==> src/hw/rtl/acm_pkg.sv <==
// shared types, codes and helpers of the aho-corasick matcher
`timescale 1ns / 1ps
`default_nettype none
package acm_pkg;

    localparam int CNT_W = 16;
    localparam int NODE_OUT_W = 12;

    typedef enum logic [1:0] {
        KIND_CLEAR  = 2'd0,
        KIND_INSERT = 2'd1,
        KIND_BUILD  = 2'd2,
        KIND_SCAN   = 2'd3
    } acm_kind_t;

    typedef enum logic [3:0] {
        ST_SWEEP,
        ST_IDLE,
        ST_INS_CHK,
        ST_INS_CNT,
        ST_SCAN_G,
        ST_SCAN_N,
        ST_B_POP,
        ST_B_P,
        ST_B_F,
        ST_B_FC,
        ST_B_C0,
        ST_B_C1,
        ST_B_C2,
        ST_DONE
    } acm_state_t;

    // per-field write enables of the node memory
    typedef struct packed {
        logic fail;
        logic cnt;
        logic q;
    } node_we_t;

    function automatic logic [CNT_W-1:0] sat_add(input logic [CNT_W-1:0] a,
                                                 input logic [CNT_W-1:0] b);
        logic [CNT_W:0] s;
        s = {1'b0, a} + {1'b0, b};
        return s[CNT_W] ? {CNT_W{1'b1}} : s[CNT_W-1:0];
    endfunction

endpackage
`default_nettype wire

==> src/hw/rtl/acm_seq.sv <==
// sequencer: insert, scan, row sweep and breadth-first link build over the memories
`timescale 1ns / 1ps
`default_nettype none
module acm_seq #(
    parameter int MAX_NODES = 4096,
    parameter int ALPHABET  = 26,
    parameter int NW        = 12,
    parameter int CW        = 5,
    parameter int GW        = 17
) (
    input  wire logic                      clk,
    input  wire logic                      rst_n,
    input  wire logic                      item_valid,
    output logic                           item_ready,
    input  wire logic [1:0]                kind,
    input  wire logic [4:0]                symbol,
    input  wire logic                      last,
    input  wire logic                      slot_free,
    output logic                           res_load,
    output logic [acm_pkg::CNT_W-1:0]      res_count,
    output logic [NW-1:0]                  res_node,
    output logic                           res_status,
    output logic                           g_we,
    output logic [GW-1:0]                  g_waddr,
    output logic [NW-1:0]                  g_wdata,
    output logic [GW-1:0]                  g_raddr_a,
    output logic [GW-1:0]                  g_raddr_b,
    input  wire logic [NW-1:0]             g_rdata_a,
    input  wire logic [NW-1:0]             g_rdata_b,
    output acm_pkg::node_we_t              n_we,
    output logic [NW-1:0]                  n_waddr,
    output logic [NW-1:0]                  n_wfail,
    output logic [acm_pkg::CNT_W-1:0]      n_wcnt,
    output logic [NW-1:0]                  n_wq,
    output logic [NW-1:0]                  n_raddr,
    input  wire logic [NW-1:0]             n_rfail,
    input  wire logic [acm_pkg::CNT_W-1:0] n_rcnt,
    input  wire logic [NW-1:0]             n_rq
);

    localparam logic [CW-1:0] COL_LAST  = CW'(ALPHABET - 1);
    localparam logic [NW-1:0] NODE_FULL = NW'(MAX_NODES - 1);
    localparam logic [NW:0]   Q_DEPTH   = (NW+1)'(MAX_NODES);

    acm_pkg::acm_state_t state_reg, state_next;
    logic [NW-1:0]             ins_cur_reg, ins_cur_next;
    logic [NW-1:0]             scan_cur_reg, scan_cur_next;
    logic [NW-1:0]             total_reg, total_next;
    logic                      built_reg, built_next;
    logic                      last_reg, last_next;
    logic                      pend_reg, pend_next;
    logic [NW-1:0]             row_reg, row_next;
    logic [CW-1:0]             col_reg, col_next;
    logic [NW:0]               head_reg, head_next;
    logic [NW:0]               tail_reg, tail_next;
    logic [NW-1:0]             p_reg, p_next;
    logic [NW-1:0]             f_reg, f_next;
    logic [acm_pkg::CNT_W-1:0] cntp_reg, cntp_next;
    logic [acm_pkg::CNT_W-1:0] rcount_reg, rcount_next;
    logic [NW-1:0]             rnode_reg, rnode_next;
    logic                      rstatus_reg, rstatus_next;
    logic                      sym_ok;
    logic [NW-1:0]             via;
    logic [NW-1:0]             new_node;

    function automatic logic [GW-1:0] gaddr(input logic [NW-1:0] n, input logic [CW-1:0] c);
        return GW'(n) * GW'(ALPHABET) + GW'(c);
    endfunction

    assign sym_ok     = 32'(symbol) < ALPHABET;
    assign via        = (p_reg != '0) ? g_rdata_b : '0;
    assign new_node   = total_reg + NW'(1);
    assign res_count  = rcount_reg;
    assign res_node   = rnode_reg;
    assign res_status = rstatus_reg;

    always_ff @(posedge clk or negedge rst_n)
    begin
        if (!rst_n)
        begin
            state_reg    <= acm_pkg::ST_SWEEP;
            ins_cur_reg  <= '0;
            scan_cur_reg <= '0;
            total_reg    <= '0;
            built_reg    <= 1'b0;
            pend_reg     <= 1'b0;
            row_reg      <= '0;
            col_reg      <= '0;
            head_reg     <= '0;
            tail_reg     <= '0;
        end
        else
        begin
            state_reg    <= state_next;
            ins_cur_reg  <= ins_cur_next;
            scan_cur_reg <= scan_cur_next;
            total_reg    <= total_next;
            built_reg    <= built_next;
            pend_reg     <= pend_next;
            row_reg      <= row_next;
            col_reg      <= col_next;
            head_reg     <= head_next;
            tail_reg     <= tail_next;
        end
    end

    always_ff @(posedge clk)
    begin
        last_reg    <= last_next;
        p_reg       <= p_next;
        f_reg       <= f_next;
        cntp_reg    <= cntp_next;
        rcount_reg  <= rcount_next;
        rnode_reg   <= rnode_next;
        rstatus_reg <= rstatus_next;
    end

    always_comb
    begin
        state_next    = state_reg;
        ins_cur_next  = ins_cur_reg;
        scan_cur_next = scan_cur_reg;
        total_next    = total_reg;
        built_next    = built_reg;
        last_next     = last_reg;
        pend_next     = pend_reg;
        row_next      = row_reg;
        col_next      = col_reg;
        head_next     = head_reg;
        tail_next     = tail_reg;
        p_next        = p_reg;
        f_next        = f_reg;
        cntp_next     = cntp_reg;
        rcount_next   = rcount_reg;
        rnode_next    = rnode_reg;
        rstatus_next  = rstatus_reg;
        item_ready    = 1'b0;
        res_load      = 1'b0;
        g_we          = 1'b0;
        g_waddr       = gaddr(row_reg, col_reg);
        g_wdata       = '0;
        g_raddr_a     = gaddr(p_reg, col_reg);
        g_raddr_b     = gaddr(f_reg, col_reg);
        n_we          = '0;
        n_waddr       = row_reg;
        n_wfail       = '0;
        n_wcnt        = '0;
        n_wq          = '0;
        n_raddr       = row_reg;

        case (state_reg)
            acm_pkg::ST_SWEEP:
            begin
                g_we = 1'b1;
                if (row_reg == '0)
                begin
                    // root entry of the node memory is zeroed with its row
                    n_we.fail = 1'b1;
                    n_we.cnt  = 1'b1;
                end
                if (col_reg == COL_LAST)
                begin
                    col_next   = '0;
                    state_next = pend_reg ? acm_pkg::ST_DONE : acm_pkg::ST_IDLE;
                end
                else
                begin
                    col_next = col_reg + CW'(1);
                end
            end

            acm_pkg::ST_IDLE:
            begin
                item_ready = 1'b1;
                if (item_valid)
                begin
                    col_next     = CW'(symbol);
                    last_next    = last;
                    rcount_next  = '0;
                    rnode_next   = '0;
                    rstatus_next = 1'b0;
                    case (kind)
                        acm_pkg::KIND_CLEAR:
                        begin
                            total_next    = '0;
                            ins_cur_next  = '0;
                            scan_cur_next = '0;
                            built_next    = 1'b0;
                            row_next      = '0;
                            col_next      = '0;
                            pend_next     = 1'b1;
                            state_next    = acm_pkg::ST_SWEEP;
                        end
                        acm_pkg::KIND_INSERT:
                        begin
                            if (built_reg || !sym_ok)
                            begin
                                rnode_next   = ins_cur_reg;
                                rstatus_next = built_reg;
                                if (last)
                                begin
                                    ins_cur_next = '0;
                                end
                                state_next = acm_pkg::ST_DONE;
                            end
                            else
                            begin
                                g_raddr_a  = gaddr(ins_cur_reg, CW'(symbol));
                                state_next = acm_pkg::ST_INS_CHK;
                            end
                        end
                        acm_pkg::KIND_BUILD:
                        begin
                            ins_cur_next  = '0;
                            scan_cur_next = '0;
                            if (built_reg)
                            begin
                                state_next = acm_pkg::ST_DONE;
                            end
                            else
                            begin
                                n_we.q     = 1'b1;
                                n_waddr    = '0;
                                head_next  = '0;
                                tail_next  = (NW+1)'(1);
                                state_next = acm_pkg::ST_B_POP;
                            end
                        end
                        default:
                        begin
                            if (!sym_ok)
                            begin
                                scan_cur_next = '0;
                                state_next    = acm_pkg::ST_DONE;
                            end
                            else
                            begin
                                g_raddr_a  = gaddr(scan_cur_reg, CW'(symbol));
                                state_next = acm_pkg::ST_SCAN_G;
                            end
                        end
                    endcase
                end
            end

            acm_pkg::ST_INS_CHK:
            begin
                if (g_rdata_a != '0)
                begin
                    rnode_next = g_rdata_a;
                    if (last_reg)
                    begin
                        n_raddr    = g_rdata_a;
                        row_next   = g_rdata_a;
                        state_next = acm_pkg::ST_INS_CNT;
                    end
                    else
                    begin
                        ins_cur_next = g_rdata_a;
                        state_next   = acm_pkg::ST_DONE;
                    end
                end
                else if (total_reg == NODE_FULL)
                begin
                    rstatus_next = 1'b1;
                    rnode_next   = ins_cur_reg;
                    if (last_reg)
                    begin
                        ins_cur_next = '0;
                    end
                    state_next = acm_pkg::ST_DONE;
                end
                else
                begin
                    // new node: link it, zero its failure link, set its count, then sweep its row
                    total_next = new_node;
                    g_we       = 1'b1;
                    g_waddr    = gaddr(ins_cur_reg, col_reg);
                    g_wdata    = new_node;
                    n_we.fail  = 1'b1;
                    n_we.cnt   = 1'b1;
                    n_waddr    = new_node;
                    n_wcnt     = acm_pkg::CNT_W'(last_reg);
                    rnode_next   = new_node;
                    ins_cur_next = last_reg ? '0 : new_node;
                    row_next     = new_node;
                    col_next     = '0;
                    pend_next    = 1'b1;
                    state_next   = acm_pkg::ST_SWEEP;
                end
            end

            acm_pkg::ST_INS_CNT:
            begin
                n_we.cnt     = 1'b1;
                n_wcnt       = acm_pkg::sat_add(n_rcnt, acm_pkg::CNT_W'(1));
                ins_cur_next = '0;
                state_next   = acm_pkg::ST_DONE;
            end

            acm_pkg::ST_SCAN_G:
            begin
                scan_cur_next = g_rdata_a;
                rnode_next    = g_rdata_a;
                n_raddr       = g_rdata_a;
                state_next    = acm_pkg::ST_SCAN_N;
            end

            acm_pkg::ST_SCAN_N:
            begin
                rcount_next = n_rcnt;
                state_next  = acm_pkg::ST_DONE;
            end

            acm_pkg::ST_B_POP:
            begin
                if (head_reg == tail_reg)
                begin
                    built_next = 1'b1;
                    state_next = acm_pkg::ST_DONE;
                end
                else
                begin
                    n_raddr    = head_reg[NW-1:0];
                    head_next  = head_reg + (NW+1)'(1);
                    state_next = acm_pkg::ST_B_P;
                end
            end

            acm_pkg::ST_B_P:
            begin
                p_next     = n_rq;
                n_raddr    = n_rq;
                state_next = acm_pkg::ST_B_F;
            end

            acm_pkg::ST_B_F:
            begin
                f_next    = n_rfail;
                cntp_next = n_rcnt;
                n_raddr   = n_rfail;
                col_next  = '0;
                state_next = (p_reg != '0) ? acm_pkg::ST_B_FC : acm_pkg::ST_B_C0;
            end

            acm_pkg::ST_B_FC:
            begin
                // failure node is shallower, so its count is already final
                n_we.cnt   = 1'b1;
                n_waddr    = p_reg;
                n_wcnt     = acm_pkg::sat_add(cntp_reg, n_rcnt);
                state_next = acm_pkg::ST_B_C0;
            end

            acm_pkg::ST_B_C0:
            begin
                state_next = acm_pkg::ST_B_C1;
            end

            acm_pkg::ST_B_C1:
            begin
                if (g_rdata_a != '0)
                begin
                    n_we.fail  = 1'b1;
                    n_waddr    = g_rdata_a;
                    n_wfail    = via;
                    row_next   = g_rdata_a;
                    state_next = acm_pkg::ST_B_C2;
                end
                else
                begin
                    g_we    = 1'b1;
                    g_waddr = gaddr(p_reg, col_reg);
                    g_wdata = via;
                    if (col_reg == COL_LAST)
                    begin
                        state_next = acm_pkg::ST_B_POP;
                    end
                    else
                    begin
                        col_next   = col_reg + CW'(1);
                        state_next = acm_pkg::ST_B_C0;
                    end
                end
            end

            acm_pkg::ST_B_C2:
            begin
                if (tail_reg < Q_DEPTH)
                begin
                    n_we.q    = 1'b1;
                    n_waddr   = tail_reg[NW-1:0];
                    n_wq      = row_reg;
                    tail_next = tail_reg + (NW+1)'(1);
                end
                if (col_reg == COL_LAST)
                begin
                    state_next = acm_pkg::ST_B_POP;
                end
                else
                begin
                    col_next   = col_reg + CW'(1);
                    state_next = acm_pkg::ST_B_C0;
                end
            end

            acm_pkg::ST_DONE:
            begin
                if (slot_free)
                begin
                    res_load   = 1'b1;
                    pend_next  = 1'b0;
                    state_next = acm_pkg::ST_IDLE;
                end
            end

            default:
            begin
                state_next = acm_pkg::ST_IDLE;
            end
        endcase
    end

endmodule
`default_nettype wire

==> config.mk <==
export PLATFORM = sky130hd
export DESIGN_NAME = acm_seq
export DESIGN_NICKNAME = d
export VERILOG_FILES = /design/src/hw/rtl/acm_pkg.sv /design/src/hw/rtl/acm_seq.sv
export SDC_FILE = /design/constraint.sdc
export NUM_CORES = 1
export LEC_CHECK = 0
export ABC_AREA = 1
export BUFFER_PORTS_ARGS = -buffer_cell sky130_fd_sc_hd__buf_2
export CORE_MARGIN = 2
export CORE_UTILIZATION = 50
export CTS_CLUSTER_DIAMETER = 60
export DETAILED_ROUTE_END_ITERATION = 7
export GPL_TIMING_DRIVEN = 1
export PLACE_DENSITY = 0.7
export SLEW_MARGIN = 15
export SYNTH_ARGS = -nofsm -noshare
export SYNTH_HDL_FRONTEND = slang
export SYNTH_SLANG_ARGS = --single-unit
==> constraint.sdc <==
create_clock -name clk -period 5.2 [get_ports clk]
set_clock_uncertainty 0.2 [all_clocks]
set_input_delay 0.78 -clock clk [delete_from_list [all_inputs] [get_ports clk]]
set_output_delay 0.78 -clock clk [all_outputs]
set_load 0.02 [all_outputs]
==> impl_metrics.json <==
{
  "synth_top_family_by_area": "simple AND/OR/NAND/NOR gates",
  "clkSinkCount": 155,
  "crit-reg2reg-launch": "state_reg[3]",
  "dieArea_sq_um": 40430,
  "drive_gt1_frac": 0.1490,
  "synthFlopType": "dfrtp_1",
  "dr.pass1.iters": 6,
  "vias": 20780,
  "yosysSeqAreaShare": 0.2178,
  "final_util": 0.5800,
  "synthCells": 2907,
  "netlist_area_sq_um": 19420,
  "cts_buffer_depth": 2,
  "ioPinCount": 238,
  "min_period_over_period": 0.9616,
  "synth_simple_gate_area_frac": 0.3029,
  "synthXorXnorAreaFrac": 0.04279,
  "layoutNonFillerInstCount": 3695,
  "wl_per_cell_um": 19.69,
  "r2r_cells": 11,
  "cts_tree": "done",
  "vias_per_cell": 5.623,
  "max_freq_ghz": 0.2000,
  "design.core.area_sq_um": 38470,
  "async_flop_share": 0.5484,
  "worst_pin_slew_ps": 790.9,
  "crit_chain": "ha_1 > inv_1 > fa_1 > inv_1 > fa_2 > nand2_1 > inv_1 > nand4_1 > nand2_2 > nand2_1 > nor2_1 > nand3_1 > nor2_2 > nand3_1 > nand2_1 > nand3_1 > nand3_1 > nand2_1 > nand2_1 > buf_4",
  "fin_crit_ps": 5000,
  "final_cell_mix": "nand2_1 (661), inv_1 (563), nor2_1 (258)",
  "cp_top_family": "adder cells",
  "finalPower_mw": 12.83,
  "drtIter0Drc": 1945,
  "synth-seq-cells": 155,
  "area_growth_pct": 14.92,
  "grt_max_degree": 47,
  "start_kind": "register",
  "drv_slew": 0,
  "synth_edf_count": 70,
  "drcViolationCount": 0,
  "slowest_stage": "fa_2",
  "maxCapViolCount": 0,
  "crit_required_ps": 4220,
  "synthesis.nets": 3233,
  "finalWirelength_mm": 72.75,
  "synth_adder_area_share": 0.1812,
  "arrival_ps": 4020,
  "slew_headroom": 0.4711,
  "power_density_nw_per_um2": 574.9,
  "grt_util_all_layers": 0.3561,
  "grt_antenna_before_repair": 3,
  "synth_compound_area_frac": 0.1284,
  "hold_class": "input port to async pin",
  "die_h_um": 201.1,
  "path_buf_inv": 4,
  "clockRootBuffer": "clkbuf_16",
  "cp_num_cells": 20,
  "final_common_cell": "nand2_1",
  "initial_core_util": 0.5047,
  "grt_pass1_wl_mm": 110.5,
  "final-setup-viol-count": 0,
  "ys_warn_count": 0,
  "endpoint_kind": "output port",
  "r2r_setup_slack_ps": 2040,
  "antenna_left": 0,
  "avgSynthCellArea_sq_um": 6.679,
  "clock_latency_ps": 510,
  "p_leak_nw": 11.87,
  "irDropWorstVdd_v": 0.0004228,
  "cts_made_buffers": 17,
  "final-hold-violation-count": 0,
  "synth_mux_area_frac": 0,
  "clk_pin_slew_ps": 70,
  "dp_cells": 3636,
  "fill_cells": 3843,
  "status": "finished, final reports clean",
  "cp_slowest_stage_delay_ps": 620,
  "grt_pass1_vias": 19750,
  "criticalPathCategory": "register to output port",
  "place_hpwl_mm": 59.58,
  "startpoint": "scan_cur_reg[1]",
  "place.gp.congestion": 1.029,
  "path_common_cell": "nand2_1",
  "cts-hold-fix-buffers": 0,
  "h-tree-depth": 4,
  "timing.rr.end": "ins_cur_reg[4]",
  "synth.distinct_cells": 62,
  "worst-path-max-fanout": 5,
  "grt-ovfl-total": 0,
  "die_w_um": 201.1,
  "port_buffers": 237,
  "rows": 72,
  "fin_nets": 3488
}
-- kinds of logic (layout without fill, tap and decap cells) --
| group | after synthesis | count (layout) |
|---|---|---|
| other cells | 0 | 2 |
| buf+inv | 640 | 908 |
| simple gates | 1351 | 1351 |
| flops | 155 | 155 |
| xor+xnor | 94 | 94 |
| fa+ha+maj | 250 | 250 |
| compound gates | 417 | 417 |
-- area by class of cell --
type,instances,area (sq um),area share
Timing Repair Buffer,290,1609,0.07211
Inverter,586,2210,0.09903
Sequential cell,155,4238,0.1899
Multi-Input combinational cell,2112,13030,0.5840
Antenna cell,2,5.005,0.0002243
Clock buffer,22,495.5,0.02221
Clock inverter,10,77.57,0.003477
Tap cell,518,648.1,0.02905
-- report_power, final --
part           total (mW)  switching (mW)  internal (mW)  leakage (nW)
clock                1.31           0.624          0.683         0.281
combinational        9.50            6.52           2.98          9.82
sequential           2.02           0.349           1.67          1.76
-- synthesized netlist by cell type (all sizes together) (2+ instances only) --
cell type / number / area, sq um
nand2: 688 / 2618
inv: 585 / 2198
nor2: 303 / 1231
nand3: 218 / 1111
ha: 198 / 2477
o21ai: 163 / 819.5
a21oi: 118 / 594.3
dfrtp: 85 / 2127
nand4: 72 / 465.5
edfxtp: 70 / 2102
xor2: 66 / 585.6
fa: 52 / 1041
nor3: 36 / 200.2
clkbuf: 30 / 113.9
xnor2: 28 / 245.2
buf: 24 / 147.6
o211ai: 20 / 150.1
o22ai: 20 / 143.9
o221ai: 19 / 166.4
a221oi: 13 / 113.9
nor4: 13 / 93.84
o2111ai: 13 / 113.9
a22oi: 12 / 90.09
a31oi: 10 / 68.81
nand3b: 10 / 75.07
a21o: 7 / 52.55
or2: 7 / 43.80
o21a: 5 / 37.54
o21bai: 5 / 37.54
a211oi: 4 / 30.03
a21boi: 3 / 33.78
and2: 3 / 18.77
o31ai: 2 / 15.01
-- timing repair --
item                                    in CTS  in global routing
buffers inserted                             4                 21
endpoints found under the hold margin        0                  0
endpoints found under the setup margin       9                 15
pin swaps                                    0                 14
resized for setup                            4                 84
-- how the worst max path moves through the flow --
| stage | end | slack (ps) |
|---|---|---|
| floorplan | g_raddr_a[11] | 950 |
| global placement | g_waddr[12] | 470 |
| detailed placement | g_waddr[14] | 420 |
| CTS | g_waddr[14] | 20 |
| global route | g_waddr[13] | -20 |
| finish | g_raddr_a[16] | 200 |
-- metrics by stage --
| stage | hold WS, ps | TNS (ps) | area, sq um | setup WS [ps] |
|---|---|---|---|---|
| global placement | 279.4 | 0 | 21210 | 465.8 |
| detailed placement | 285.4 | 0 | 21210 | 421.9 |
| global route | 122.1 | -36.05 | 22310 | -24.37 |
| floorplan | 242.2 | 0 | 19420 | 946.5 |
| CTS | 91.17 | 0 | 21830 | 22.74 |
| finish | 75.18 | 0 | 22310 | 199.5 |
-- routing by layer --
metal	wire length, um	GRT usage
met1	30550	0.4709
met2	31830	0.5524
met3	6560	0.06753
met4	3799	0.1894
met5	0	0
Power figures use the tool's default switching activity.
